$ cat src/design/wdb_pkg.sv
// ----------------------------------------------------------------------------
// wdb_pkg : shared constants and types of the Wiener deconvolution bin
// Field widths, fixed-point position, register reset value and the flags
// carried along the divider cell chain.
// ----------------------------------------------------------------------------
package wdb_pkg;

    localparam int DATA_WIDTH_DEF = 32;
    localparam int FRAC_BITS      = 16;
    localparam int BIAS_W         = 32;

    localparam logic [BIAS_W-1:0] NOISE_BIAS_RST = 32'd655;

    // width of |K|^2 + bias, with one spare bit
    function automatic int den_width(input int w);
        return ((2 * w > BIAS_W + FRAC_BITS) ? 2 * w : BIAS_W + FRAC_BITS) + 1;
    endfunction

    typedef struct packed {
        logic neg_re;
        logic neg_im;
        logic ovf_re;
        logic ovf_im;
        logic zero_den;
    } t_flags;

endpackage

$ cat src/design/wdb_cell.sv
// ----------------------------------------------------------------------------
// wdb_cell : one restoring division step
// Develops one quotient bit of the real and of the imaginary quotient and
// hands remainder, dividend bits and quotient to the next cell.
// ----------------------------------------------------------------------------
module wdb_cell #(
    parameter int DATA_WIDTH = wdb_pkg::DATA_WIDTH_DEF,
    localparam int DEN_W     = wdb_pkg::den_width(DATA_WIDTH)
) (
    input  logic                  i_clk,
    input  logic                  i_rst_n,
    input  logic                  i_valid,
    input  wdb_pkg::t_flags       i_flags,
    input  logic [DEN_W-1:0]      i_den,
    input  logic [DEN_W-1:0]      i_rem_re,
    input  logic [DEN_W-1:0]      i_rem_im,
    input  logic [DATA_WIDTH-1:0] i_lo_re,
    input  logic [DATA_WIDTH-1:0] i_lo_im,
    input  logic [DATA_WIDTH-1:0] i_q_re,
    input  logic [DATA_WIDTH-1:0] i_q_im,
    input  logic                  i_adv,
    output logic                  o_adv,
    output logic                  o_valid,
    output wdb_pkg::t_flags       o_flags,
    output logic [DEN_W-1:0]      o_den,
    output logic [DEN_W-1:0]      o_rem_re,
    output logic [DEN_W-1:0]      o_rem_im,
    output logic [DATA_WIDTH-1:0] o_lo_re,
    output logic [DATA_WIDTH-1:0] o_lo_im,
    output logic [DATA_WIDTH-1:0] o_q_re,
    output logic [DATA_WIDTH-1:0] o_q_im
);

    localparam int W = DATA_WIDTH;

    logic             r_valid;
    wdb_pkg::t_flags  r_flags;
    logic [DEN_W-1:0] r_den, r_rem_re, r_rem_im;
    logic [W-1:0]     r_lo_re, r_lo_im, r_q_re, r_q_im;

    logic [DEN_W:0]   n_t_re, n_t_im;
    logic             n_ge_re, n_ge_im;
    logic [DEN_W-1:0] n_rem_re, n_rem_im;

    assign o_adv = !r_valid || i_adv;

    always_comb begin
        n_t_re   = {i_rem_re, i_lo_re[W-1]};
        n_t_im   = {i_rem_im, i_lo_im[W-1]};
        n_ge_re  = n_t_re >= {1'b0, i_den};
        n_ge_im  = n_t_im >= {1'b0, i_den};
        n_rem_re = n_ge_re ? DEN_W'(n_t_re - {1'b0, i_den}) : n_t_re[DEN_W-1:0];
        n_rem_im = n_ge_im ? DEN_W'(n_t_im - {1'b0, i_den}) : n_t_im[DEN_W-1:0];
    end

    always_ff @(posedge i_clk) begin
        if (!i_rst_n) begin
            r_valid <= 1'b0;
        end else if (o_adv) begin
            r_valid <= i_valid;
        end
    end

    always_ff @(posedge i_clk) begin
        if (o_adv) begin
            r_flags  <= i_flags;
            r_den    <= i_den;
            r_rem_re <= n_rem_re;
            r_rem_im <= n_rem_im;
            r_lo_re  <= {i_lo_re[W-2:0], 1'b0};
            r_lo_im  <= {i_lo_im[W-2:0], 1'b0};
            r_q_re   <= {i_q_re[W-2:0], n_ge_re};
            r_q_im   <= {i_q_im[W-2:0], n_ge_im};
        end
    end

    assign o_valid  = r_valid;
    assign o_flags  = r_flags;
    assign o_den    = r_den;
    assign o_rem_re = r_rem_re;
    assign o_rem_im = r_rem_im;
    assign o_lo_re  = r_lo_re;
    assign o_lo_im  = r_lo_im;
    assign o_q_re   = r_q_re;
    assign o_q_im   = r_q_im;

endmodule

$ cat config.mk
export PLATFORM = sky130hd
export DESIGN_NAME = wdb_cell
export DESIGN_NICKNAME = d
export VERILOG_FILES = /design/src/design/wdb_pkg.sv /design/src/design/wdb_cell.sv
export SDC_FILE = /design/constraint.sdc
export NUM_CORES = 1
export LEC_CHECK = 0
export BUFFER_PORTS_ARGS = -buffer_cell sky130_fd_sc_hd__buf_2
export CORE_AREA = 2 2 260 262
export DETAILED_ROUTE_END_ITERATION = 6
export DIE_AREA = 0 0 262 264
export PLACE_DENSITY = 0.53
export SLEW_MARGIN = 0
export SYNTH_ARGS = -nofsm -noshare
export SYNTH_HDL_FRONTEND = slang
export SYNTH_SLANG_ARGS = --single-unit
$ cat constraint.sdc
create_clock -name i_clk -period 9.9 [get_ports i_clk]
set_input_delay 0.99 -clock i_clk [delete_from_list [all_inputs] [get_ports i_clk]]
set_output_delay 0.99 -clock i_clk [all_outputs]
set_load 0.1 [all_outputs]
==> results of run 1 <==
-- placed cells by master, fill, tap and decap left out, drive strengths merged, types with 9 or more instances in the layout --
master and instances:
and3 9, ha 130, nand4 41, nor3 26, inv 105, edfxtp 326, mux2 15, nand3 22
o21bai 21, clkinv 22, and2 11, nor2 128, buf 666, a21o 65, o21ai 150, xor2 50
diode 14, nor2b 21, nand2b 15, a21oi 208, clkbuf 49, o21a 15, nand2 165, xnor2 70
a31oi 23, o211ai 14
-- cell usage after synthesis, drive strengths merged (3+ instances only) --
cell type,count,share of area [%]
edfxtp,326,51
a21oi,208,5.4
nand2,165,3.2
o21ai,150,3.9
ha,130,8.5
nor2,128,2.5
inv,102,2.0
xnor2,70,3.2
a21o,65,2.5
xor2,50,2.3
clkbuf,41,0.83
nand4,41,1.3
buf,37,1.3
nor3,26,0.73
a31oi,23,0.89
nand3,22,0.57
nor2b,21,0.68
o21bai,21,0.90
mux2,15,0.88
nand2b,15,0.49
o21a,15,0.59
o211ai,14,0.57
and2,11,0.36
and3,9,0.29
a211oi,8,0.36
and4,7,0.32
o31ai,7,0.27
a221oi,6,0.27
nor4,6,0.20
or2,6,0.20
or3,6,0.20
a211o,5,0.23
a21boi,5,0.20
o221ai,5,0.23
o31a,5,0.23
a31o,4,0.18
a41oi,4,0.22
a2111oi,3,0.18
nand3b,3,0.12
or4,3,0.12
-- per-layer routing --
| layer | wire length, µm | global-route usage (%) | vias to the layer above |
|---|---|---|---|
| met3 | 5910 | 4.67 | 108 |
| li1 | - | - | 8024 |
| met4 | 2280 | 6.66 | 16 |
| met2 | 38400 | 37.9 | 685 |
| met1 | 28800 | 23.6 | 8129 |
| met5 | 103 | 0 | - |
-- final timing paths --
path	from	endpoint	slack, ps	depth (start not counted)
setup / recovery	i_lo_im[31]	o_rem_im[30]	4420	16
hold / removal	i_q_re[8]	o_q_re[9]	590	1
setup reg to reg	o_valid	o_rem_im[47]	6960	3
hold reg to reg	o_valid	o_lo_re[14]	1070	1
-- worst max-delay path: stages --
cell and delay [ps]:
buf_2 110, inv_1 50, ha_1 220, inv_1 80
fa_1 440, a211oi_2 280, o211ai_1 140, nand2_1 190
a31oi_2 250, o311a_1 520, nor3_2 250, nor3b_1 140
a211oi_2 390, o21a_4 580, buf_4 600, mux2_1 400
-- kinds of logic (layout without fill, tap and decap cells) --
group / after synthesis / after routing
AND/OR/NAND/NOR: 474 / 474
XOR/XNOR: 120 / 120
flip-flops: 327 / 327
AO/OA/AOI/OAI: 567 / 567
buffers and inverters: 180 / 843
adder cells (fa/ha/maj): 132 / 132
other: 1 / 16
multiplexers: 16 / 16
-- sequential cells by signal, indices dropped and copies added, names as in the netlist --
signal,count
o_rem_re,65
o_flags,5
o_lo_re,31
o_q_re,32
o_q_im,32
o_den,65
o_rem_im,65
o_valid,1
o_lo_im,31
-- per-stage QoR --
stage               hold WS, ps  util (%)
CTS                         546      36.9
detailed placement         1080      35.0
global placement           1060      35.0
global route                559      37.0
floorplan                  1090         -
finish                      589      37.0
-- power groups by stage --
stage / Combinational, W / Sequential (W) / Clock [W]
global route: 0.00235 / 0.00180 / 0.00155
CTS: 0.00226 / 0.00179 / 0.00149
finish: 0.00225 / 0.00179 / 0.00145
detailed placement: 0.00226 / 0.00181 / 0
global placement: 0.00225 / 0.00181 / 0
floorplan: 0.000555 / 0.00306 / 0
-- layout make-up --
type	instances	share of cell area [%]
diodes	14	0.142
clock buffers	49	4.41
clock inverters	26	0.798
inverters	102	1.56
multi-input cells	1311	35.1
flip-flops and latches	327	39.8
well taps	873	4.44
repair buffers	666	13.7
==> reports/results.ini, run 1 <==
[die]
die_h_um=264
io_pins=662
num_rows=95
initial_core_util_pct=28.9
coreArea_mm2=0.0666
fp.dieArea_mm2=0.0692
chipWidth_um=262

[clock_tree]
clk_pin_slew_ps=60
postCtsSetupBuffers=0
cts_tree=built
cts_hold_buf=0
numCtsBuffers=41
h-tree-depth=2
root_buffer=clkbuf_16
cts_buffer_depth=3
clock_latency_ps=570
post_cts_resized=0
clock_sinks=327

[flow_run]
maxCapViolCount=0

[timing]
fin_crit_ps=5480
setup_ws_ps=4420
rsz0062_at_grt=no
slew_viol_final=0
max_slew_margin_pct=30.5
setup_violations=0
setup_tns_ps=0
fmax_mhz=183
fin_crit_sh_pct=55.3
skew_ps=16.1
worstMarginPinSlew_ps=1040
final_hold_viol_count=0

[power]
power.switching_w=0.00252
clock_power_share_pct=26.4
vdd_drop_max_mv=0.129
power.share.sequential_pct=32.5
power_density_mw_per_mm2=223
combPwrFrac_pct=41.0
finalPower_w=0.00550
power.leakage_nw=10.8
intPower_w=0.00298
power_switching_share_pct=45.8

[grt]
grt_pass1_wl_mm=107
grt_pass1_vias=16600
antenna_found_initial=21
track_usage_pct=20.7
gr-total-overflow=0
grt_max_degree=153

[layout]
fin_cells=3368
final-seq-area_mm2=0.00981
fillers=6747
nets=2913
multi_input_area_mm2=0.00864
syn_to_final_growth_pct=28.2
drive_above_1_share_pct=30.8
design_area_mm2=0.0246

[min_path]
hp-class=input pin to flip-flop

[route]
wl_per_cell_um=22.4
route.vias.total=17000
postRouteAntennaNets=0
via_per_inst=5.04
dr.pass1.iters=7
wl_mm=75.4
drc_errors=0
drt-initial-drc-count=1409

[synthesis]
synth_top_family_by_area=compound AO/OA/AOI/OAI gates
synthMuxAreaShare_pct=0.931
ys_types=83
synthFlopType=edfxtp_1
avgSynthCellArea_um2=10.6
yosysSeqAreaShare_pct=51.1
synth_xor_area_share_pct=5.47
synth_area_mm2=0.0192
synth-async-reset-ratio_pct=0
synthAdderAreaFrac_pct=8.68
synth_warnings=0
ys_seq_elements=327
synth_compound_area_share_pct=18.2
synth_enable_flop_cells=326
synth-simple-area-share_pct=11.6
synthCells=1817

[place]
gp_congestion=0.921
place_inst=3279
io_buffers=657
pre_cts_ws_ps=3860
place_area_mm2=0.0233
hpwl_mm=61.7

[worst_setup_path]
end_kind=flip-flop
start_kind=input pin
cp_max_fo=65
required_ps=10210
critical_path_class=input pin to flip-flop
critPathArrivalTime_ps=5790

[outcome]
status=complete, no violations

Note: power is estimated with default switching activity, not from simulation.
==> run 2: changes to the inputs <==
==> constraint.sdc (replaced) <==
create_clock -name i_clk -period 4.62 [get_ports i_clk]
set_input_delay 0.462 -clock i_clk [delete_from_list [all_inputs] [get_ports i_clk]]
set_output_delay 0.462 -clock i_clk [all_outputs]
set_load 0.1 [all_outputs]
==> run 2 against run 1 <==
Flip-flop and latch count did not move. Worst setup slack got worse by 3700 ps. Critical path type unchanged. Routed wire length rose by 1.3%. Critical path depth rose by 1. Via count fell by 0.53%. Sequential power rose by 110%. Largest power group unchanged. First-iteration DRC count fell by 16%. Utilization rose by 0.52 points. Non-clock buffer count rose by 36.
==> reports/results.ini, run 2 (same netlist as run 1, synthesis figures left out) <==
[route]
via_per_inst=4.97  ; -1.4%
route.vias.total=16900  ; -0.53%
drc_errors=0  ; unchanged
wl_mm=76.4  ; +1.3%
postRouteAntennaNets=0  ; unchanged
drt-initial-drc-count=1185  ; -16%
wl_per_cell_um=22.5  ; +0.38%
dr.pass1.iters=7  ; unchanged

[worst_setup_path]
crit_path_top_delay_cell=a211oi_1
max_stage_delay_ps=610  ; about the same
end_kind=flip-flop
cp_max_fo=38  ; -42%
cp_cell_sequence=buf_2 > inv_1 > ha_1 > inv_1 > fa_1 > a21o_1 > a31oi_1 > o21ai_0 > nand3b_1 > a211oi_1 > o31a_1 > o21bai_4 > o31a_2 > clkinv_2 > buf_12 > buf_12 > a21oi_1
start_kind=input pin
critPathArrivalTime_ps=4210  ; -1580 ps
required_ps=4930  ; -5280 ps
critical_path_class=input pin to flip-flop

[timing]
setup_tns_ps=0  ; unchanged
fmax_mhz=256
fin_crit_sh_pct=84.6
max_slew_margin_pct=44.4  ; +14 points
skew_ps=19.7  ; +3.60 ps
slew_viol_final=0  ; unchanged
worstMarginPinSlew_ps=833  ; -210 ps
setup_violations=0  ; unchanged
rsz0062_at_grt=no
fin_crit_ps=3910
final_hold_viol_count=0  ; unchanged

[clock_tree]
clk_pin_slew_ps=60  ; about the same
cts_hold_buf=0  ; unchanged
clock_sinks=327  ; unchanged
numCtsBuffers=41  ; unchanged
h-tree-depth=2  ; unchanged
root_buffer=clkbuf_16
post_cts_resized=0  ; unchanged
postCtsSetupBuffers=0  ; unchanged
cts_buffer_depth=3  ; unchanged
cts_tree=built
clock_latency_ps=560  ; about the same

[layout]
final-seq-area_mm2=0.00981  ; unchanged
fin_util_pct=37.5  ; +0.52 points
syn_to_final_growth_pct=30.0
layout_commonest_cell=buf_2
nets=2949  ; +1.2%
mostFrequentLayoutCells=buf_2, edfxtp_1, a21oi_1
multi_input_area_mm2=0.00864  ; about the same
drive_above_1_share_pct=31.6  ; +0.87 points
fin_cells=3398  ; +0.89%
fillers=6766  ; +0.28%

[outcome]
status=complete, no violations

[place]
io_buffers=657  ; unchanged
hpwl_mm=63.1  ; +2.4%
place_inst=3315  ; +1.1%
gp_congestion=0.890  ; -3.4%

[grt]
grt_pass1_vias=16700  ; +0.67%
gr-total-overflow=0  ; unchanged
grt-busiest-layer=met2
met3_usage_pct=4.67  ; unchanged
track_usage_pct=21.0  ; +0.28 points
use_met1_pct=24.3  ; +0.64 points
grt_max_degree=139  ; -9.2%
grt_use_met2_pct=38.1  ; +0.14 points
antenna_found_initial=15  ; -29%
grt_pass1_wl_mm=108  ; +0.76%

[die]
die_h_um=264  ; unchanged
num_rows=95  ; unchanged
coreArea_mm2=0.0666  ; unchanged
fp.dieArea_mm2=0.0692  ; unchanged
initial_core_util_pct=28.9  ; unchanged
chipWidth_um=262  ; unchanged
io_pins=662  ; unchanged

[min_path]
hp-class=input pin to flip-flop

[power]
power.leakage_nw=11.0  ; +1.9%
vdd_drop_max_mv=0.295  ; +130%
power_density_mw_per_mm2=476  ; +110%

[flow_run]
maxCapViolCount=0  ; unchanged

run 2: stage by stage:
stage	total power [W]	worst slack, ps	hold slack (ps)	cell area (µm²)
after global placement	0.00879	223	640	23700
final	0.0119	713	65.4	25000
after global routing	0.0123	539	42.7	25000
after floorplan	0.00772	626	561	19200
after detailed placement	0.00879	201	640	23700
after CTS	0.0120	768	34.7	25000
run 2: area by class of cell:
cell class                      instances  share of cell area, %
Multi-Input combinational cell       1311                   34.6
Inverter                              102                   1.54
Clock inverter                         21                  0.792
Antenna cell                            8                 0.0802
Timing Repair Buffer                  702                   15.0
Tap cell                              873                   4.37
Sequential cell                       327                   39.3
Clock buffer                           54                   4.38
run 2: critical path, delay by kind of cell:
kind / cells / cell delay (ps)
compound gates: 8 / 2220
fa+ha+maj: 2 / 400
buf+inv: 6 / 770
simple gates: 1 / 260
run 2: worst paths after layout:
path	slack, ps	cells past startpoint	end	start
max	710	17	o_rem_re[18]	i_lo_re[31]
min	70	1	o_q_im[10]	i_q_im[9]
max reg2reg	2700	2	o_rem_re[42]	o_valid
min reg2reg	980	2	o_valid	o_valid
run 2: where the power goes:
group / total, W / switching (W) / internal (W) / leakage [nW]
Clock: 0.00315 / 0.00131 / 0.00184 / 0.630
Sequential: 0.00384 / 0.000118 / 0.00372 / 3.39
Combinational: 0.00489 / 0.00394 / 0.000949 / 6.98
run 2: per-layer routing:
metal,vias to the layer above,share of wire [%]
li1,8105,-
met1,8010,39
met2,638,51
met3,109,7.4
met4,10,3.0
met5,-,0.098
